===== src/rtl/core/tmdf_pkg.sv =====
// Package with types and constants of the trimmed-mean distance filter.
`default_nettype none
package tmdf_pkg;

    localparam int RING_DEPTH_DEF = 10;
    localparam int FILL_VALUE_DEF = 800;

    localparam int RAW_W     = 16;
    localparam int DIST_W    = 10;
    localparam int LIMIT_W   = 4;
    localparam int CNT_W     = 5;
    localparam int CFG_IDX_W = 3;
    localparam int OUT_TDATA_W = 16;

    localparam logic [DIST_W-1:0]  CLAMP_LIMIT_RST  = DIST_W'(1000);
    localparam logic [DIST_W-1:0]  CLAMP_SUBST_RST  = DIST_W'(800);
    localparam logic [DIST_W-1:0]  ERROR_DIST_RST   = DIST_W'(1000);
    localparam logic [DIST_W-1:0]  NEAR_THRESH_RST  = DIST_W'(425);
    localparam logic [LIMIT_W-1:0] FAIL_LIMIT_RST   = LIMIT_W'(5);

    typedef enum logic [CFG_IDX_W-1:0] {
        CFG_CLAMP_LIMIT = 3'd0,
        CFG_CLAMP_SUBST = 3'd1,
        CFG_ERROR_DIST  = 3'd2,
        CFG_NEAR_THRESH = 3'd3,
        CFG_FAIL_LIMIT  = 3'd4
    } t_cfg_idx;

    typedef enum logic [2:0] {
        S_IDLE,
        S_SCAN,
        S_LAST,
        S_TRIM,
        S_DIV,
        S_RES
    } t_state;

endpackage
`default_nettype wire


===== src/rtl/core/trimmed_mean_distance_filter_top.sv =====
// Top level of the trimmed-mean distance filter.
//
// One input transaction on the s_axis channel carries a 16-bit distance word in
// tdata and the read-success flag in tuser. One output transaction on the
// m_axis channel follows for each input, in order. Registers are written on
// the cfg channel, which is always ready; the user must write them only while
// the block is idle, which the block itself does not enforce. A failed read
// goes from acceptance through the result state to the output register, and
// the next input transaction can follow once that result is registered.
// A good read is written to the ring memory in the cycle of acceptance, then
// the ring is read back one entry per cycle for minimum, maximum and sum, and
// a multiplication by the scaled reciprocal of RING_DEPTH minus two forms the
// trimmed mean: the scan, last, trim, divide and result states lead to the
// output register, and the next input transaction can follow once the result
// is registered. One item is in work at a time.
// The output register parts the channels: s_tready returns as soon as the
// result is registered, even while the receiver stalls it; a further result
// waits in its final state until the output register is free.
// Reset returns every ring entry to the fill value through per-entry valid
// bits, so no clearing pass is needed, and restores the register defaults.
`default_nettype none
module trimmed_mean_distance_filter_top
    import tmdf_pkg::*;
#(
    parameter int RING_DEPTH = RING_DEPTH_DEF,
    parameter int FILL_VALUE = FILL_VALUE_DEF
) (
    input  wire logic                   i_clk,
    input  wire logic                   i_rst_n,
    input  wire logic                   i_s_tvalid,
    output logic                        o_s_tready,
    // tdata: raw_distance[15:0]
    input  wire logic [RAW_W-1:0]       i_s_tdata,
    // tuser: read_ok[0]
    input  wire logic                   i_s_tuser,
    output logic                        o_m_tvalid,
    input  wire logic                   i_m_tready,
    // tdata: filtered_distance[9:0], near_flag[10], fault_flag[11],
    // power_cycle_request[12], zero[15:13]
    output logic [OUT_TDATA_W-1:0]      o_m_tdata,
    // tuser: reading_valid[0]
    output logic                        o_m_tuser,
    input  wire logic                   i_cfg_valid,
    output logic                        o_cfg_ready,
    input  wire logic [CFG_IDX_W-1:0]   i_cfg_index,
    input  wire logic [DIST_W-1:0]      i_cfg_data
);

    localparam int ADDR_W = $clog2(RING_DEPTH);
    localparam int SUM_W  = $clog2(RING_DEPTH * 1024);
    localparam logic [DIST_W-1:0] FILL_C = DIST_W'(FILL_VALUE);
    localparam logic [ADDR_W-1:0] LAST_A = ADDR_W'(RING_DEPTH - 1);

    t_state r_state;
    t_state n_state;

    logic [DIST_W-1:0]  r_clamp_limit;
    logic [DIST_W-1:0]  r_clamp_subst;
    logic [DIST_W-1:0]  r_error_dist;
    logic [DIST_W-1:0]  r_near_thresh;
    logic [LIMIT_W-1:0] r_fail_limit;

    logic [RING_DEPTH-1:0] r_vld;
    logic [ADDR_W-1:0]     r_slot;
    logic [ADDR_W-1:0]     r_addr;
    logic                  r_pend;
    logic                  r_rd_fill;
    logic [CNT_W-1:0]      r_fail_cnt;
    logic                  r_fault;

    logic [DIST_W-1:0] r_lo;
    logic [DIST_W-1:0] r_hi;
    logic [SUM_W-1:0]  r_sum;
    logic [DIST_W-1:0] r_dist;
    logic              r_ok;

    logic                   r_m_valid;
    logic [OUT_TDATA_W-1:0] r_m_data;
    logic                   r_m_user;

    logic              s_acc;
    logic              cfg_acc;
    logic              ram_we;
    logic [DIST_W-1:0] wr_val;
    logic [DIST_W-1:0] ram_q;
    logic [DIST_W-1:0] rd_val;
    logic              div_start;
    logic              div_done;
    logic [SUM_W-1:0]  div_quot;
    logic [SUM_W-1:0]  trim_sum;
    logic              res_load;
    logic [CNT_W-1:0]  cnt_inc;
    logic              fail_over;
    logic [CNT_W-1:0]  n_fail_cnt;
    logic              n_fault;
    logic              near;

    assign o_cfg_ready = 1'b1;
    assign cfg_acc     = i_cfg_valid;
    assign s_acc       = i_s_tvalid && o_s_tready;

    always_ff @(posedge i_clk) begin
        if (!i_rst_n) begin
            r_clamp_limit <= CLAMP_LIMIT_RST;
            r_clamp_subst <= CLAMP_SUBST_RST;
            r_error_dist  <= ERROR_DIST_RST;
            r_near_thresh <= NEAR_THRESH_RST;
            r_fail_limit  <= FAIL_LIMIT_RST;
        end else if (cfg_acc) begin
            case (t_cfg_idx'(i_cfg_index))
                CFG_CLAMP_LIMIT: r_clamp_limit <= i_cfg_data;
                CFG_CLAMP_SUBST: r_clamp_subst <= i_cfg_data;
                CFG_ERROR_DIST:  r_error_dist  <= i_cfg_data;
                CFG_NEAR_THRESH: r_near_thresh <= i_cfg_data;
                CFG_FAIL_LIMIT:  r_fail_limit  <= i_cfg_data[LIMIT_W-1:0];
                default: ;
            endcase
        end
    end

    always_comb begin
        n_state = r_state;
        case (r_state)
            S_IDLE: begin
                if (s_acc) begin
                    n_state = i_s_tuser ? S_SCAN : S_RES;
                end
            end
            S_SCAN: begin
                if (r_addr == LAST_A) begin
                    n_state = S_LAST;
                end
            end
            S_LAST: n_state = S_TRIM;
            S_TRIM: n_state = S_DIV;
            S_DIV: begin
                if (div_done) begin
                    n_state = S_RES;
                end
            end
            S_RES: begin
                if (!r_m_valid || i_m_tready) begin
                    n_state = S_IDLE;
                end
            end
            default: n_state = S_IDLE;
        endcase
    end

    always_comb begin
        o_s_tready = (r_state == S_IDLE);
        div_start  = (r_state == S_TRIM);
        res_load   = (r_state == S_RES) && (!r_m_valid || i_m_tready);
        ram_we     = s_acc && i_s_tuser;
    end

    always_ff @(posedge i_clk) begin
        if (!i_rst_n) begin
            r_state <= S_IDLE;
        end else begin
            r_state <= n_state;
        end
    end

    assign wr_val = ({6'd0, r_clamp_limit} < i_s_tdata) ? r_clamp_subst
                                                       : i_s_tdata[DIST_W-1:0];

    tmdf_ram #(
        .WIDTH(DIST_W),
        .DEPTH(RING_DEPTH)
    ) u_ram (
        .i_clk   (i_clk),
        .i_we    (ram_we),
        .i_waddr (r_slot),
        .i_wdata (wr_val),
        .i_raddr (r_addr),
        .o_rdata (ram_q)
    );

    assign rd_val = r_rd_fill ? FILL_C : ram_q;

    always_ff @(posedge i_clk) begin
        if (!i_rst_n) begin
            r_vld  <= '0;
            r_slot <= '0;
            r_addr <= '0;
            r_pend <= 1'b0;
        end else begin
            r_pend <= (r_state == S_SCAN);
            if (ram_we) begin
                r_vld[r_slot] <= 1'b1;
                r_slot        <= (r_slot == LAST_A) ? '0 : r_slot + ADDR_W'(1);
            end
            if (r_state == S_SCAN) begin
                r_addr <= (r_addr == LAST_A) ? '0 : r_addr + ADDR_W'(1);
            end
        end
    end

    always_ff @(posedge i_clk) begin
        r_rd_fill <= !r_vld[r_addr];
        if (s_acc) begin
            r_lo   <= '1;
            r_hi   <= '0;
            r_sum  <= '0;
            r_ok   <= i_s_tuser;
            r_dist <= r_error_dist;
        end else begin
            if (r_pend) begin
                if (rd_val < r_lo) begin
                    r_lo <= rd_val;
                end
                if (rd_val > r_hi) begin
                    r_hi <= rd_val;
                end
                r_sum <= r_sum + SUM_W'(rd_val);
            end
            if (div_done) begin
                r_dist <= div_quot[DIST_W-1:0];
            end
        end
    end

    assign trim_sum = r_sum - SUM_W'(r_lo) - SUM_W'(r_hi);

    tmdf_div #(
        .W       (SUM_W),
        .DIVISOR (RING_DEPTH - 2)
    ) u_div (
        .i_clk      (i_clk),
        .i_rst_n    (i_rst_n),
        .i_start    (div_start),
        .i_dividend (trim_sum),
        .o_quot     (div_quot),
        .o_done     (div_done)
    );

    always_comb begin
        cnt_inc    = r_fail_cnt + CNT_W'(1);
        fail_over  = (cnt_inc > {1'b0, r_fail_limit});
        n_fail_cnt = r_fail_cnt;
        n_fault    = r_fault;
        if (r_ok) begin
            if (r_fault) begin
                n_fail_cnt = '0;
                n_fault    = 1'b0;
            end
        end else begin
            n_fail_cnt = fail_over ? '0 : cnt_inc;
            n_fault    = fail_over ? 1'b1 : r_fault;
        end
        near = r_ok && (r_dist <= r_near_thresh);
    end

    always_ff @(posedge i_clk) begin
        if (!i_rst_n) begin
            r_fail_cnt <= '0;
            r_fault    <= 1'b0;
            r_m_valid  <= 1'b0;
        end else begin
            if (res_load) begin
                r_fail_cnt <= n_fail_cnt;
                r_fault    <= n_fault;
                r_m_valid  <= 1'b1;
            end else if (i_m_tready) begin
                r_m_valid  <= 1'b0;
            end
        end
    end

    always_ff @(posedge i_clk) begin
        if (res_load) begin
            r_m_data <= {3'd0, !r_ok, n_fault, near, r_dist};
            r_m_user <= r_ok;
        end
    end

    assign o_m_tvalid = r_m_valid;
    assign o_m_tdata  = r_m_data;
    assign o_m_tuser  = r_m_user;

endmodule
`default_nettype wire


===== src/rtl/core/tmdf_ram.sv =====
// Generic single-write, single-read RAM with a registered read port.
`default_nettype none
module tmdf_ram #(
    parameter int WIDTH = 10,
    parameter int DEPTH = 10
) (
    input  wire logic                     i_clk,
    input  wire logic                     i_we,
    input  wire logic [$clog2(DEPTH)-1:0] i_waddr,
    input  wire logic [WIDTH-1:0]         i_wdata,
    input  wire logic [$clog2(DEPTH)-1:0] i_raddr,
    output logic      [WIDTH-1:0]         o_rdata
);

    logic [WIDTH-1:0] r_mem [DEPTH];

    always_ff @(posedge i_clk) begin
        if (i_we) begin
            r_mem[i_waddr] <= i_wdata;
        end
        o_rdata <= r_mem[i_raddr];
    end

endmodule
`default_nettype wire


===== src/rtl/core/tmdf_div.sv =====
// Divider by a constant through multiplication with a scaled reciprocal.
`default_nettype none
module tmdf_div #(
    parameter int W       = 14,
    parameter int DIVISOR = 8
) (
    input  wire logic         i_clk,
    input  wire logic         i_rst_n,
    input  wire logic         i_start,
    input  wire logic [W-1:0] i_dividend,
    output logic      [W-1:0] o_quot,
    output logic              o_done
);

    localparam int SHIFT = W + $clog2(DIVISOR);
    localparam int RW    = W + 1;
    localparam int PW    = W + RW;
    localparam longint unsigned RECIP_L =
        ((64'd1 << SHIFT) + 64'(DIVISOR) - 64'd1) / 64'(DIVISOR);
    localparam logic [RW-1:0] RECIP = RW'(RECIP_L);

    logic          r_busy;
    logic          r_done;
    logic [W-1:0]  r_x;
    logic [W-1:0]  r_q;
    logic [PW-1:0] prod;

    assign prod = PW'(r_x) * PW'(RECIP);

    always_ff @(posedge i_clk) begin
        if (!i_rst_n) begin
            r_busy <= 1'b0;
            r_done <= 1'b0;
        end else begin
            r_busy <= i_start;
            r_done <= r_busy;
        end
    end

    always_ff @(posedge i_clk) begin
        if (i_start) begin
            r_x <= i_dividend;
        end
        if (r_busy) begin
            r_q <= W'(prod >> SHIFT);
        end
    end

    assign o_quot = r_q;
    assign o_done = r_done;

endmodule
`default_nettype wire


===== config.mk =====
export PLATFORM = sky130hd
export DESIGN_NAME = trimmed_mean_distance_filter_top
export DESIGN_NICKNAME = d
export VERILOG_FILES = /design/src/rtl/core/tmdf_pkg.sv /design/src/rtl/core/trimmed_mean_distance_filter_top.sv /design/src/rtl/core/tmdf_ram.sv /design/src/rtl/core/tmdf_div.sv
export SDC_FILE = /design/constraint.sdc
export NUM_CORES = 1
export LEC_CHECK = 0
export BUFFER_PORTS_ARGS = -buffer_cell sky130_fd_sc_hd__buf_2
export CORE_MARGIN = 1.5
export CORE_UTILIZATION = 34
export DETAILED_ROUTE_END_ITERATION = 6
export PLACE_DENSITY = 0.61
export REMOVE_ABC_BUFFERS = 1
export SLEW_MARGIN = 25
export SYNTH_ARGS = -nofsm -noshare
export SYNTH_HDL_FRONTEND = slang
export SYNTH_SLANG_ARGS = --single-unit

===== constraint.sdc =====
create_clock -name i_clk -period 2.59 [get_ports i_clk]
set_clock_uncertainty 0.2 [all_clocks]
set_input_delay 0.1295 -clock i_clk [delete_from_list [all_inputs] [get_ports i_clk]]
set_output_delay 0.1295 -clock i_clk [all_outputs]
set_load 0.05 [all_outputs]

* Yosys cells after proc, flatten, opt, wreduce, memory -nomap -nowiden *
Memories as Yosys holds them, arrays and structs flattened. A register that Yosys moved wholly into a read port is not among the register bits.
Cells that the tools add are included.

cells by class
  reductions and logical operators = 22
  equality and inequality tests = 16
  order comparisons = 8
  div/mod/pow operators = 0
  multipliers = 0
  bitwise logic cells = 1
  muxes and demuxes = 25
  shift-type cells = 0
  $add $sub $neg = 6

operators by type and width
  operator                                                    number
  two-way mux 10 bit                                          4
  subtractor 13 x 10 -> 13 bit                                2
  one-hot mux 3 bit (6 select lines)                          1
  less-than comparator 10 x 16 -> 1 bit                       1
  AND reduction 2 bit                                         8
  two-way mux 3 bit                                           5
  two-way mux 5 bit                                           3
  adder 14 x 10 -> 14 bit                                     1
  == test 3 x 2 -> 1 bit, second input constant               4
  > comparator 10 bit                                         1
  <= comparator 10 bit                                        1
  less-than comparator 10 bit                                 1
  less-than comparator 4 x 5 -> 1 bit, second input constant  2
  bitwise OR 10 bit                                           1
  == test 3 bit, second input constant                        3
  adder 4 x 1 -> 4 bit, second input constant                 2
  == test 4 bit, second input constant                        2
  two-way mux 1 bit                                           8
  two-way mux 4 bit                                           2
  == test 3 x 1 -> 1 bit, second input constant               2
  zero test 3 bit                                             2
  != test 2 bit, second input constant                        3
  adder 5 x 1 -> 5 bit, second input constant                 1
  > comparator 5 x 4 -> 1 bit                                 1
  9 further kinds                                             17

storage, ports and cells
  output and inout bits = 20
  bits in read-only memories = 0
  flip-flop bits (word level) = 158
  latch bits = 0
  bits in writable memories = 100
  memories = 1
  word-level logic and storage cells = 104

memory list
  memory       depth  bits a word  rd ports  clocked after Yosys merged registers in  wr ports  line            source
  u_ram.r_mem  10     10           1         1                                        1         tmdf_ram.sv:15  logic [WIDTH-1:0] r_mem [DEPTH];

* Logic depth before layout (Yosys ltp) *
  depth after elaboration = 5
  mapped depth = 9
  gate-level depth less buffers = 9

* Cells and area by module *
Synthesis repeated with hierarchy kept, for this count alone.

second synthesis, totals
  cell total of the unflattened synthesis = 1099
  area total of the unflattened synthesis = 12483.2 µm²

modules (own cells, without submodules)
  module                            instances  area each (µm²)  cells an instance
  trimmed_mean_distance_filter_top  1          7495.9           839
  tmdf_ram                          1          4247.8           230
  tmdf_div                          1          739.5            30

* Worst setup path after synthesis *
Ideal clock, no wire load.

  path kind = flip-flop to flip-flop
  start = reg r_state[1]
  end = mem u_ram.r_mem[4][0] (enable)
  stages on the path, launching flop included = 9
  path buffers = 2
  data arrival time = 2.513 ns
  setup slack = -0.516 ns
  clock period less this slack = 3.106 ns
  path through = dfxtp_1 > buf_2 > nor3_2 > nand2_1 > inv_2 > and2_1 > buf_4 > nand2_1 > nor3_1

between the ends
  cells in the longest elaborated chain, start to end = 5

ends and longest elaborated chain
  element                                  line                                     source
  from (decl)                              trimmed_mean_distance_filter_top.sv:54   t_state r_state;
  from (signal assigned)                   trimmed_mean_distance_filter_top.sv:161  r_state <= n_state;
  zero test 3 bit                          trimmed_mean_distance_filter_top.sv:151  o_s_tready = (r_state == S_IDLE);
  named net o_s_tready                     trimmed_mean_distance_filter_top.sv:31   output logic o_s_tready,
  logical AND 1 bit                        trimmed_mean_distance_filter_top.sv:100  assign s_acc = i_s_tvalid && o_s_tready;
  logical AND 1 bit                        trimmed_mean_distance_filter_top.sv:154  ram_we = s_acc && i_s_tuser;
  two-way mux 1 bit                        tmdf_ram.sv:18                           if (i_we) begin
  two-way mux 1 bit (not written as such)  tmdf_ram.sv:19                           r_mem[i_waddr] <= i_wdata;
  to (decl)                                tmdf_ram.sv:15

The timed path passes the listed nets, and every way through them passes these cells.

* Final worst setup path *
  start = reg r_hi[4]
  end = reg u_div.r_x[10], data pin

between the ends
  cells in the longest elaborated chain, start to end = 1

ends and longest elaborated chain
  element                       line                                     source
  from (decl)                   trimmed_mean_distance_filter_top.sv:72   logic [DIST_W-1:0] r_hi;
  from (signal assigned)        trimmed_mean_distance_filter_top.sv:214  r_hi <= rd_val;
  subtractor 13 x 10 -> 13 bit  trimmed_mean_distance_filter_top.sv:224  assign trim_sum = r_sum - SUM_W'(r_lo) - SUM_W'(r_hi);
  named net trim_sum[10]        trimmed_mean_distance_filter_top.sv:90   logic [SUM_W-1:0] trim_sum;
  to (signal assigned)          tmdf_div.sv:42                           r_x <= i_dividend;
  to (decl)                     tmdf_div.sv:24                           logic [W-1:0] r_x;

The timed path passes the listed nets, and every way through them passes these cells.
A chain may end at the register's enable or synchronous reset.

==> flow_summary_export.csv <==
group,metric,value,unit
outcome,outcome,"completed",
finish,fin_nets,1310,
die,design.core.area,0.0355,mm2
logic_synthesis,synth_cell_types,61,
finish,mostFrequentLayoutCells,"nand2_1 (174), edfxtp_1 (145), dfxtp_1 (115)",
logic_synthesis,async_flop_share,0,%
worst_setup_path,end_kind,"flip-flop",
global_route,grt_use_total,15.2,%
worst_setup_path,cp_top_family,"compound AO/OA/AOI/OAI gates",
clock_tree,clkSinkCount,264,
finish,finalNonFillerCells,1684,
worst_setup_path,crit_chain,"inv_2 -> fa_1 -> ha_4 -> o21a_1 -> o211ai_1 -> o2bb2ai_4 -> nor3_2 -> a311o_1",
min_path,hp-class,"in2reg",
die,die_width,193,um
min_path,holdPathEnd,"r_clamp_limit[0]",
timing,period_minus_slack,2.57,ns
power,leakagePower,5.66,nW
finish,layout_commonest_cell,"nand2_1",
worst_setup_path,cp_data_required_time,2.67,ns
timing,setup_ws,0.0195,ns
logic_synthesis,avgSynthCellArea,11.4,um2
routing,drc_errors,0,
worst_setup_path,arrival,2.65,ns
worst_setup_path,worstPathMaxFanout,4,
timing,grt_setup_unrepaired,"true",
finish,final_area,0.0148,mm2
die,dieArea,0.0372,mm2
global_route,antenna_found_initial,0,
placed_design,io_buffers,50,
logic_synthesis,yosys_warnings,0,
routing,routed_wl,28200,um
worst_setup_path,worst-setup-path-type,"reg2reg",
worst_setup_path,slowest_stage,"fa_1",
logic_synthesis,ys_ff_latch,264,
clock_tree,clock_path_buffers,3,
finish,area_growth,20.6,%
clock_tree,cts.root.buffer_cell,"clkbuf_16",
finish,nFillCells,3286,
logic_synthesis,synth_edf_count,145,
worst_setup_path,slowest_delay,0.59,ns
min_path,hold_depth,5,
routing,first_pass_iters,5,
min_path,min-delay-start,"i_cfg_index[2]",
power,vdd_drop_max,523,uV
die,io_pins,55,
logic_synthesis,synthCells,1076,
global_route,grt_pass1_wl,44500,um
clock_tree,cts_buffers,29,
logic_synthesis,ys_seq_area_share,55.0,%
die,fp-row-count,69,
die,initial_utilization,34.5,%
worst_setup_path,r2r_cells,8,
worst_setup_path,reg2reg_slack,0.02,ns
worst_setup_path,startpoint,"r_hi[4]",
timing,final_hold_viol_count,0,
logic_synthesis,synth_flop_cell,"edfxtp_1",
worst_setup_path,critPathBufInv,1,
power,p_per_area,725,mW/mm2
routing,drtIter0Drc,651,
routing,wl_per_cell,16.7,um
die,die_y,193,um
placed_design,place_ws,-0.112,ns
global_route,grt_overflow,0,
placed_design,dp_hpwl,19100,um
timing,fmax,0.389,GHz
clock_tree,cts_tree,"done",
placed_design,placed_cell_area,0.0133,mm2
routing,num_vias,8348,
placed_design,globalplace.congestion,0.830,
finish,drive_gt1_share,18.4,%
clock_tree,insertion_delay,0.53,ns
placed_design,dp_cells,1596,
routing,vias_per_cell,4.96,
global_route,grt_max_degree,78,
timing,relSlewSlack,64.0,%
timing,fin_tns_setup,0,ns
timing,setup-violations-final,0,
timing,maxSlewViolCount,0,
timing,hold_ws,0.0574,ns
worst_setup_path,startpoint_type,"flip-flop",
logic_synthesis,syn_area,0.0123,mm2
clock_tree,h-tree-depth,1,
clock_tree,path_clk_slew,0.06,ns
global_route,grt_pass1_vias,8286,
worst_setup_path,r2r_start,"r_hi[4]",
timing,min_period_over_period,99.2,%
finish,diodes,0,
routing,ant_nets,0,
timing,tightestPinTransition,0.540,ns
worst_setup_path,reg2reg_to,"u_div.r_x[10]",
flow_run,cap_violations,0,
-- per-layer routing --
metal | GRT usage [%] | wire (um) | vias to the layer above
met5 | 0 | 0 | -
met4 | 3.52 | 528 | 0
met3 | 2.15 | 1050 | 43
met2 | 26.4 | 13900 | 187
met1 | 20.0 | 12700 | 4009
li1 | - | - | 4109
-- flip-flops by register name (all words and copies together) (netlist names), 3 cells and up --
| signal | cells |
|---|---|
| r_vld | 10 |
| u_div.o_quot | 10 |
| r_sum | 13 |
| r_dist | 10 |
| r_slot | 4 |
| r_lo | 10 |
| r_clamp_subst | 10 |
| u_div.r_x | 10 |
| r_error_dist | 10 |
| u_ram.o_rdata | 10 |
| r_near_thresh | 10 |
| r_state | 3 |
| r_addr | 4 |
| r_hi | 10 |
| r_clamp_limit | 10 |
| o_m_tdata | 13 |
| r_fail_cnt | 5 |
| u_ram.r_mem | 100 |
| r_fail_limit | 4 |
-- through the flow --
step | power, W | util [%]
after floorplan | 0.00589 | -
after global placement | 0.00645 | 37.6
after detailed placement | 0.00649 | 37.6
after CTS | 0.0106 | 41.2
after global routing | 0.0112 | 41.7
final | 0.0107 | 41.7
-- cells by family (layout without fill, tap and decap cells) --
kind of cell               after synthesis  in the layout  share of synthesized area [%]
and+or+nand+nor                        355            355                           13.6
DFF                                    264            264                           55.0
AOI/OAI and AO/OA                      195            195                           10.5
buffers and inverters                  106            251                           3.57
adders and majority gates               74             74                           8.17
muxes                                   64             64                           7.88
xor gates and xnor gates                16             16                           1.14
other                                    2              4                         0.0613
-- final cells by class --
class | count | area, um2 | area share [%]
clock inverters | 10 | 128 | 0.863
well taps | 461 | 577 | 3.90
repair buffers | 142 | 1070 | 7.22
inverters | 56 | 210 | 1.42
flip-flops and latches | 264 | 6740 | 45.6
multi-input cells | 708 | 5250 | 35.5
clock buffers | 43 | 808 | 5.47
-- Yosys cell counts, drive strengths merged, types with 5 or more instances --
| cell type | n | share of area, % |
|---|---|---|
| nand2b | 14 | 0.71 |
| ha | 64 | 6.5 |
| o211ai | 9 | 0.55 |
| buf | 18 | 0.88 |
| o22ai | 5 | 0.26 |
| a211oi | 17 | 1.0 |
| edfxtp | 145 | 36 |
| and4 | 5 | 0.36 |
| nor4 | 7 | 0.36 |
| xnor2 | 10 | 0.71 |
| mux2 | 10 | 1.2 |
| nand2 | 175 | 5.4 |
| a21o | 11 | 0.67 |
| a21oi | 48 | 2.0 |
| xor2 | 6 | 0.43 |
| mux2i | 32 | 2.6 |
| and2 | 8 | 0.41 |
| fa | 10 | 1.6 |
| nor3 | 15 | 0.65 |
| inv | 56 | 1.7 |
| a21boi | 26 | 1.6 |
| or2 | 8 | 0.41 |
| nor2 | 35 | 1.1 |
| a31oi | 11 | 0.56 |
| o21a | 18 | 1.1 |
| nor2b | 36 | 1.8 |
| mux4 | 22 | 4.0 |
| nand4 | 5 | 0.26 |
| o21ai | 27 | 1.1 |
| clkbuf | 32 | 0.98 |
| dfxtp | 119 | 19 |
| nand3 | 32 | 1.3 |
-- tightest hold or removal path: stages --
cell and delay (ns):
buf_2 0.09, nor2b_1 0.08, and2_1 0.27, nand2_1 0.11, a21boi_0 0.06
-- worst max path at each step --
stage                                   end  slack, ns  depth (start not counted)
after CTS                     u_div.r_x[11]      0.003                          9
after floorplan           u_ram.r_mem[4][0]      -1.67                          6
after detailed placement      u_div.r_x[12]      -0.11                          8
final                         u_div.r_x[10]       0.02                          8
after global routing          u_div.r_x[10]      -0.07                          8
after global placement    u_ram.r_mem[3][0]      -0.04                          6
-- timing repair --
action,4_1_cts,5_1_grt
hold buffers,34,0
endpoints found under the hold margin,176,0
pin swaps,0,14
gates resized for setup,4,32
setup buffers,0,1
endpoints found under the setup margin,105,34
-- report_power, final --
group | switching, W | internal [W] | leakage, nW
registers | 0.0000826 | 0.00460 | 2.31
clock network | 0.00161 | 0.00245 | 0.460
logic | 0.00106 | 0.000913 | 2.89
No activity file was read; power rests on OpenSTA's default activity.
